$ cat config.mk
export PLATFORM = sky130hd
export DESIGN_NAME = i2c_register_master_top
export DESIGN_NICKNAME = d
export VERILOG_FILES = /design/src/i2c_rm_pkg.sv /design/src/i2c_register_master_top.sv
export SDC_FILE = /design/constraint.sdc
export NUM_CORES = 1
export LEC_CHECK = 0
export BUFFER_PORTS_ARGS = -buffer_cell sky130_fd_sc_hd__buf_2
export CORE_ASPECT_RATIO = 0.7
export CORE_MARGIN = 8
export CORE_UTILIZATION = 30
export DETAILED_ROUTE_END_ITERATION = 6
export PLACE_DENSITY = 0.59
export SLEW_MARGIN = 20
export SYNTH_ARGS = -nofsm -noshare
export SYNTH_HDL_FRONTEND = slang
export SYNTH_SLANG_ARGS = --single-unit
$ cat constraint.sdc
create_clock -name clk -period 2.4 [get_ports clk]
set_input_delay 0.12 -clock clk [delete_from_list [all_inputs] [get_ports clk]]
set_output_delay 0.12 -clock clk [all_outputs]
set_load 0.03 [all_outputs]
$ cat src/i2c_rm_pkg.sv
// Shared types and constants for the I2C register master.
// Used by i2c_register_master_top and its port checker; no dependencies.
`default_nettype none

package i2c_rm_pkg;

  localparam int S_DATA_W = 32;
  localparam int M_DATA_W = 16;
  localparam int CFG_INDEX_W = 8;
  localparam int CFG_DATA_W = 8;

  localparam int DEV_ADDR_W = 7;
  localparam int BYTE_W = 8;
  localparam int BIT_INDEX_W = 4;

  localparam logic [DEV_ADDR_W-1:0] DEV_ADDR_RESET = 7'h51;
  localparam logic [BYTE_W-1:0] ACK_WAIT_RESET = 8'hff;

  localparam logic [CFG_INDEX_W-1:0] REG_DEVICE_ADDRESS = 8'd0;
  localparam logic [CFG_INDEX_W-1:0] REG_ACK_WAIT_LIMIT = 8'd1;

  // Bit positions of the result fields in m_tdata.
  localparam int M_SCL_BIT = 0;
  localparam int M_SDA_BIT = 1;
  localparam int M_BUSY_BIT = 2;
  localparam int M_RD_DATA_LSB = 3;
  localparam int M_RD_VALID_BIT = 11;
  localparam int M_DONE_BIT = 12;

  typedef enum logic [1:0] {
    BYTE_DEV_WR,
    BYTE_REG,
    BYTE_DATA,
    BYTE_DEV_RD
  } byte_sel_t;

endpackage

`default_nettype wire

$ cat src/i2c_register_master_top.sv
// I2C register master: one bus tick per input transaction, one result per tick.
// The result of a transaction is registered and shown in the cycle after it is accepted.
// Throughput: one transaction per cycle unless a pending result is held by m_tready low; a single state update and
// output register set the rate. Reset (rst, synchronous, active high): sequencer idle, no result pending,
// device_address 0x51 and ack_wait_limit 255.
// Depends on i2c_rm_pkg.
`default_nettype none

module i2c_register_master_top (
  input  wire logic                               clk,
  input  wire logic                               rst,
  input  wire logic                               s_tvalid,
  output logic                                    s_tready,
  // go[0], reg_addr[8:1], wr_data[16:9], byte_count[24:17], sda_in[25], zero pad
  input  wire logic [i2c_rm_pkg::S_DATA_W-1:0]    s_tdata,
  // func[0]
  input  wire logic                               s_tuser,
  output logic                                    m_tvalid,
  input  wire logic                               m_tready,
  // scl_out[0], sda_out[1], busy_res[2], rd_data[10:3], rd_valid[11], done_res[12], zero pad
  output logic [i2c_rm_pkg::M_DATA_W-1:0]         m_tdata,
  // rd_last
  output logic                                    m_tlast,
  input  wire logic                               cfg_valid,
  output logic                                    cfg_ready,
  input  wire logic [i2c_rm_pkg::CFG_INDEX_W-1:0] cfg_index,
  input  wire logic [i2c_rm_pkg::CFG_DATA_W-1:0]  cfg_data
);

  typedef enum logic [4:0] {
    IDLE, STA_A, STA_B, TX_L, TX_H, ACK_L, ACK_H,
    RS_A, RS_B, RS_C, RS_D, RX_L, RX_H, MA_L, MA_H,
    STO_A, STO_B, STO_C
  } state_t;

  state_t state, state_next, state_eff;
  i2c_rm_pkg::byte_sel_t byte_sel, byte_sel_next, load_sel;
  logic do_load;

  logic [i2c_rm_pkg::DEV_ADDR_W-1:0]  device_address;
  logic [i2c_rm_pkg::BYTE_W-1:0]      ack_wait_limit;
  logic [i2c_rm_pkg::BIT_INDEX_W-1:0] bit_index, bit_index_next, bit_index_inc;
  logic [i2c_rm_pkg::BYTE_W-1:0]      bytes_left, bytes_left_next;
  logic [i2c_rm_pkg::BYTE_W-1:0]      shift_reg, shift_reg_next, rx_shift;
  logic [i2c_rm_pkg::BYTE_W-1:0]      ack_wait_count, ack_wait_count_next;
  logic                               cmd_func, cmd_func_next;
  logic [i2c_rm_pkg::BYTE_W-1:0]      cmd_reg, cmd_reg_next;
  logic [i2c_rm_pkg::BYTE_W-1:0]      cmd_wr, cmd_wr_next;

  logic                          in_go, in_sda;
  logic [i2c_rm_pkg::BYTE_W-1:0] in_reg, in_wr, in_cnt;
  logic                          last_byte;

  logic scl_o, sda_o, busy_o, rdv_o, rdl_o, done_o;
  logic [i2c_rm_pkg::BYTE_W-1:0] rdd_o;

  logic accept;

  assign in_go  = s_tdata[0];
  assign in_reg = s_tdata[8:1];
  assign in_wr  = s_tdata[16:9];
  assign in_cnt = s_tdata[24:17];
  assign in_sda = s_tdata[25];

  assign s_tready  = !m_tvalid || m_tready;
  assign accept    = s_tvalid && s_tready;
  assign cfg_ready = 1'b1;

  assign bit_index_inc = bit_index + 4'd1;
  assign rx_shift      = {shift_reg[6:0], in_sda};
  assign last_byte     = (bytes_left <= 8'd1);

  always_comb begin
    state_next          = state;
    byte_sel_next       = byte_sel;
    bit_index_next      = bit_index;
    bytes_left_next     = bytes_left;
    shift_reg_next      = shift_reg;
    ack_wait_count_next = ack_wait_count;
    cmd_func_next       = cmd_func;
    cmd_reg_next        = cmd_reg;
    cmd_wr_next         = cmd_wr;
    do_load             = 1'b0;
    load_sel            = i2c_rm_pkg::BYTE_DEV_WR;
    scl_o  = 1'b1;
    sda_o  = 1'b1;
    busy_o = 1'b1;
    rdd_o  = '0;
    rdv_o  = 1'b0;
    rdl_o  = 1'b0;
    done_o = 1'b0;

    state_eff = state;
    if (state == IDLE && in_go) begin
      state_eff           = STA_A;
      cmd_func_next       = s_tuser;
      cmd_reg_next        = in_reg;
      cmd_wr_next         = in_wr;
      bytes_left_next     = (in_cnt == 8'd0) ? 8'd1 : in_cnt;
      bit_index_next      = '0;
      shift_reg_next      = '0;
      ack_wait_count_next = '0;
    end

    unique case (state_eff)
      STA_A: begin
        sda_o = 1'b0;
        state_next = STA_B;
      end
      STA_B: begin
        scl_o = 1'b0;
        sda_o = 1'b0;
        do_load = 1'b1;
        load_sel = i2c_rm_pkg::BYTE_DEV_WR;
      end
      TX_L: begin
        scl_o = 1'b0;
        sda_o = shift_reg[7];
        state_next = TX_H;
      end
      TX_H: begin
        sda_o = shift_reg[7];
        bit_index_next = bit_index_inc;
        shift_reg_next = {shift_reg[6:0], 1'b0};
        state_next = (bit_index_inc >= 4'd8) ? ACK_L : TX_L;
      end
      ACK_L: begin
        scl_o = 1'b0;
        ack_wait_count_next = '0;
        state_next = ACK_H;
      end
      ACK_H: begin
        if (!in_sda || ack_wait_count >= ack_wait_limit) begin
          ack_wait_count_next = '0;
          unique case (byte_sel)
            i2c_rm_pkg::BYTE_DEV_WR: begin
              do_load = 1'b1;
              load_sel = i2c_rm_pkg::BYTE_REG;
            end
            i2c_rm_pkg::BYTE_REG: begin
              if (cmd_func) begin
                state_next = RS_A;
              end else begin
                do_load = 1'b1;
                load_sel = i2c_rm_pkg::BYTE_DATA;
              end
            end
            i2c_rm_pkg::BYTE_DATA: state_next = STO_A;
            i2c_rm_pkg::BYTE_DEV_RD: begin
              bit_index_next = '0;
              shift_reg_next = '0;
              state_next = RX_L;
            end
          endcase
        end else begin
          ack_wait_count_next = ack_wait_count + 8'd1;
        end
      end
      RS_A: begin
        scl_o = 1'b0;
        state_next = RS_B;
      end
      RS_B: state_next = RS_C;
      RS_C: begin
        sda_o = 1'b0;
        state_next = RS_D;
      end
      RS_D: begin
        scl_o = 1'b0;
        sda_o = 1'b0;
        do_load = 1'b1;
        load_sel = i2c_rm_pkg::BYTE_DEV_RD;
      end
      RX_L: begin
        scl_o = 1'b0;
        state_next = RX_H;
      end
      RX_H: begin
        shift_reg_next = rx_shift;
        bit_index_next = bit_index_inc;
        if (bit_index_inc >= 4'd8) begin
          rdv_o = 1'b1;
          rdd_o = rx_shift;
          rdl_o = last_byte;
          state_next = MA_L;
        end else begin
          state_next = RX_L;
        end
      end
      MA_L: begin
        scl_o = 1'b0;
        sda_o = last_byte;
        state_next = MA_H;
      end
      MA_H: begin
        sda_o = last_byte;
        if (last_byte) begin
          bytes_left_next = '0;
          state_next = STO_A;
        end else begin
          bytes_left_next = bytes_left - 8'd1;
          bit_index_next = '0;
          shift_reg_next = '0;
          state_next = RX_L;
        end
      end
      STO_A: begin
        scl_o = 1'b0;
        sda_o = 1'b0;
        state_next = STO_B;
      end
      STO_B: begin
        sda_o = 1'b0;
        state_next = STO_C;
      end
      STO_C: begin
        done_o = 1'b1;
        state_next = IDLE;
      end
      default: begin
        busy_o = 1'b0;
        state_next = IDLE;
      end
    endcase

    if (do_load) begin
      unique case (load_sel)
        i2c_rm_pkg::BYTE_DEV_WR: shift_reg_next = {device_address, 1'b0};
        i2c_rm_pkg::BYTE_REG:    shift_reg_next = cmd_reg;
        i2c_rm_pkg::BYTE_DATA:   shift_reg_next = cmd_wr;
        i2c_rm_pkg::BYTE_DEV_RD: shift_reg_next = {device_address, 1'b1};
      endcase
      bit_index_next = '0;
      byte_sel_next = load_sel;
      state_next = TX_L;
    end
  end

  always_ff @(posedge clk) begin
    if (rst) begin
      state          <= IDLE;
      byte_sel       <= i2c_rm_pkg::BYTE_DEV_WR;
      bit_index      <= '0;
      bytes_left     <= '0;
      shift_reg      <= '0;
      ack_wait_count <= '0;
      cmd_func       <= 1'b0;
      m_tvalid       <= 1'b0;
      device_address <= i2c_rm_pkg::DEV_ADDR_RESET;
      ack_wait_limit <= i2c_rm_pkg::ACK_WAIT_RESET;
    end else begin
      if (cfg_valid && cfg_ready) begin
        if (cfg_index == i2c_rm_pkg::REG_DEVICE_ADDRESS) begin
          device_address <= cfg_data[i2c_rm_pkg::DEV_ADDR_W-1:0];
        end else if (cfg_index == i2c_rm_pkg::REG_ACK_WAIT_LIMIT) begin
          ack_wait_limit <= cfg_data;
        end
      end
      if (accept) begin
        state          <= state_next;
        byte_sel       <= byte_sel_next;
        bit_index      <= bit_index_next;
        bytes_left     <= bytes_left_next;
        shift_reg      <= shift_reg_next;
        ack_wait_count <= ack_wait_count_next;
        cmd_func       <= cmd_func_next;
        m_tvalid       <= 1'b1;
      end else if (m_tready) begin
        m_tvalid <= 1'b0;
      end
    end
  end

  always_ff @(posedge clk) begin
    if (accept) begin
      cmd_reg <= cmd_reg_next;
      cmd_wr  <= cmd_wr_next;
      m_tdata <= {3'b000, done_o, rdv_o, rdd_o, busy_o, sda_o, scl_o};
      m_tlast <= rdl_o;
    end
  end

endmodule

`default_nettype wire

==> parameters.txt <==
Parameter                              Value

Status
  Outcome    complete, no violations

Routing
  DRC Markers    0
  Remaining antenna violation count    0
  Routed wire length    12440 µm
  Ratio of routed vias to standard cells    5.235
  Vias after detailed routing    4094
  DRC violation total after the first TritonRoute iteration    315
  First drt pass iteration count    5
  Final routed wire length divided by cell count    15.90 µm

Logic synthesis
  Sequential area share after synthesis    42.72%
  Number of enable flip-flop cells after synthesis    30
  Distinct cells, synth    61
  Synth Area per Inst    9.109 µm²
  Register bit total from synthesis    82
  Top_reg_cell synth    sky130_fd_sc_hd__dfxtp_1
  Syn Std Cell Area    4546 µm²
  Asr flop ratio synth    0%
  Syn Inst Count    499
  Warnings from Yosys    0

Final layout
  Number of antenna repair diodes    0
  Flip-flop count of the largest register after layout    13
  Biggest register    m_tdata
  Commonest cells after routing, fill and taps aside    sky130_fd_sc_hd__buf_2, sky130_fd_sc_hd__dfxtp_1, sky130_fd_sc_hd__nor2_1
  Leading cell type in the layout, fill and taps excluded    sky130_fd_sc_hd__buf_2
  Number of nets in the layout    653
  Share of final-layout standard cells stronger than drive strength 1    20.10%
  Area growth from synthesis to layout    23.53%
  # fillers    1489
  Final core area utilization    38.02%

Placed design
  Final RePlAce weighted congestion    0.8761
  PortBufs    63
  HPWL after detailed placement    9256 µm

Floorplan
  I/O Pins    74
  Initial Util    30.78%
  Floorplan die width    163.1 µm
  Row cnt    37
  Floorplan die area    19410 µm²
  Die Span Y    119.0 µm
  Core footprint    14770 µm²

Pwr
  Pwr dens    604.3 nW/µm²
  PnR Total Power    0.003394 W
  Maximum vdd ir drop    0.3754 mV
  Leak pwr    2.298 nW

STA
  RSZ-0062 raised after global routing    true
  Least-Margin Pin Slew    0.5945 ns
  Count of final hold-check violations    0
  Worst Skew    0.01051 ns
  Portion of the clock cycle consumed by the worst path in the final layout    98.03%
  Slew Viols, Final    0
  Maximum frequency from static timing analysis    425.0 MHz
  Shortest clock period the worst path allows after layout    2.353 ns
  Post-route worst hold slack    0.007678 ns
  Setup violators final    0
  Slew margin rel.    60.22%

Min path
  Hold/Removal Path Class    in2reg

CTS
  H-tree lvl count    3
  CTS clock-pin slew for the worst setup and hold paths    0.06 ns
  Insertion delay of the later-clocked pin in the worst-skew pair    0.34 ns
  Root buf cell    sky130_fd_sc_hd__clkbuf_16
  Total number of clock tree sinks    82
  TritonCTS Buffers    9
  Maximum buffer depth of the clock tree    2
  Clock tree from TritonCTS    done

Global routing
  Vias in the first global route    3948
  Maximum number of pins on one net before global-route repair    33
  Tot GR Track Use    12.79%
  First-pass GRT wire length    20230 µm
  Number of antenna violations at the first check in global routing    0
  Final global-route overflow total    0

Flow run
  Max Cap Violations    0

Critical path
  Crit path arrival time    2.58 ns
  WS Path Type    reg2reg
  Type of destination of the critical path    flop
  Data required, critical path    2.62 ns
  Worst Setup Start Kind    flop
  Maximum fanout encountered on the critical timing path    15
path summary, 6_finish.rpt:
check | start | slack, ns | endpoint | cells past startpoint
worst min register to register | ack_wait_limit[6] | 0.46 | ack_wait_limit[6] | 1
worst max register to register | ack_wait_limit[7] | 0.05 | shift_reg[1] | 9
worst max-delay path | ack_wait_limit[7] | 0.05 | shift_reg[1] | 9
worst min-delay path | cfg_data[6] | 0.008 | device_address[6] | 2
worst max-delay path, stage by stage, from the launching register on:
cell                       delay (ns)
sky130_fd_sc_hd__dfxtp_1         0.33
sky130_fd_sc_hd__inv_1           0.05
sky130_fd_sc_hd__ha_1            0.32
sky130_fd_sc_hd__and3_1          0.23
sky130_fd_sc_hd__o311a_1         0.35
sky130_fd_sc_hd__a21o_1          0.24
sky130_fd_sc_hd__buf_4           0.21
sky130_fd_sc_hd__nand4b_1        0.11
sky130_fd_sc_hd__nand4_1         0.17
sky130_fd_sc_hd__a22o_1          0.23
metrics by stage:
stage                     TNS (ns)  setup WS [ns]  instances  cell area [µm²]
after floorplan                  0         0.1822        501             4553
after global placement           0         0.1257        749             5145
after detailed placement         0        0.05841        749             5145
after CTS                        0        0.01979        781             5595
after global routing       -0.1214       -0.04546        782             5615
final                            0        0.04720        782             5615
final cells by class:
class	count	area (µm²)	share of cell area [%]
flip-flops and latches	82	1942	34.58
repair buffers	108	705.7	12.57
well taps	195	244.0	4.345
clock inverters	3	40.04	0.7130
inverters	25	93.84	1.671
multi-input cells	356	2340	41.67
clock buffers	13	250.2	4.456
logic make-up (layout without fill, tap and decap cells):
logic type	Yosys count	count (layout)	share of synthesized area, %
and+or+nand+nor	178	178	21.14
AOI/OAI and AO/OA	138	138	21.08
DFF	82	82	42.72
buffers and inverters	63	149	6.248
adders and majority gates	17	17	4.679
xor gates and xnor gates	10	10	1.927
muxes	9	9	2.037
other	2	4	0.1652
cells in the mapped netlist, types with 6 or more instances:
cell	instances	area, µm²
sky130_fd_sc_hd__dfxtp_1	52	1041
sky130_fd_sc_hd__nor2_1	45	168.9
sky130_fd_sc_hd__o21ai_0	36	180.2
sky130_fd_sc_hd__a21oi_1	30	150.1
sky130_fd_sc_hd__edfxtp_1	30	900.9
sky130_fd_sc_hd__nand2_1	25	93.84
sky130_fd_sc_hd__inv_1	24	90.09
sky130_fd_sc_hd__nand4_1	22	137.6
sky130_fd_sc_hd__clkbuf_1	19	71.32
sky130_fd_sc_hd__ha_1	17	212.7
sky130_fd_sc_hd__a22o_1	15	131.4
sky130_fd_sc_hd__nor3_1	14	70.07
sky130_fd_sc_hd__and3_1	13	81.33
sky130_fd_sc_hd__a211o_1	11	96.34
sky130_fd_sc_hd__nand3_1	10	50.05
sky130_fd_sc_hd__nand4b_1	9	78.83
sky130_fd_sc_hd__a22oi_1	8	60.06
sky130_fd_sc_hd__buf_2	8	40.04
sky130_fd_sc_hd__nand2b_1	8	50.05
sky130_fd_sc_hd__nor2b_1	8	50.05
sky130_fd_sc_hd__xor2_1	8	70.07
sky130_fd_sc_hd__mux2i_1	7	70.07
sky130_fd_sc_hd__nor4_1	6	37.54
routing by layer:
layer	up-vias	GRT usage [%]	part of all wire, %	routed length [µm]
li1	2022	-	-	-
met1	1939	18.58	51	6304
met2	122	18.25	42	5277
met3	11	3.441	5.9	734
met4	0	3.143	0.96	120
met5	-	0	0	0
timing repair:
action	CTS	global route
buffers inserted	0	1
hold buffers	16	0
endpoints found under the hold margin	16	0
endpoints found under the setup margin	0	15
resized for setup	0	2
report_power, final:
group / leakage [nW] / switching [W] / internal [W]
Combinational: 1.45 / 0.000301 / 0.000200
Clock: 0.144 / 0.000529 / 0.000832
Sequential: 0.707 / 0.0000334 / 0.00150
Total: 2.30 / 0.000864 / 0.00253
Power figures use the tool's default switching activity.
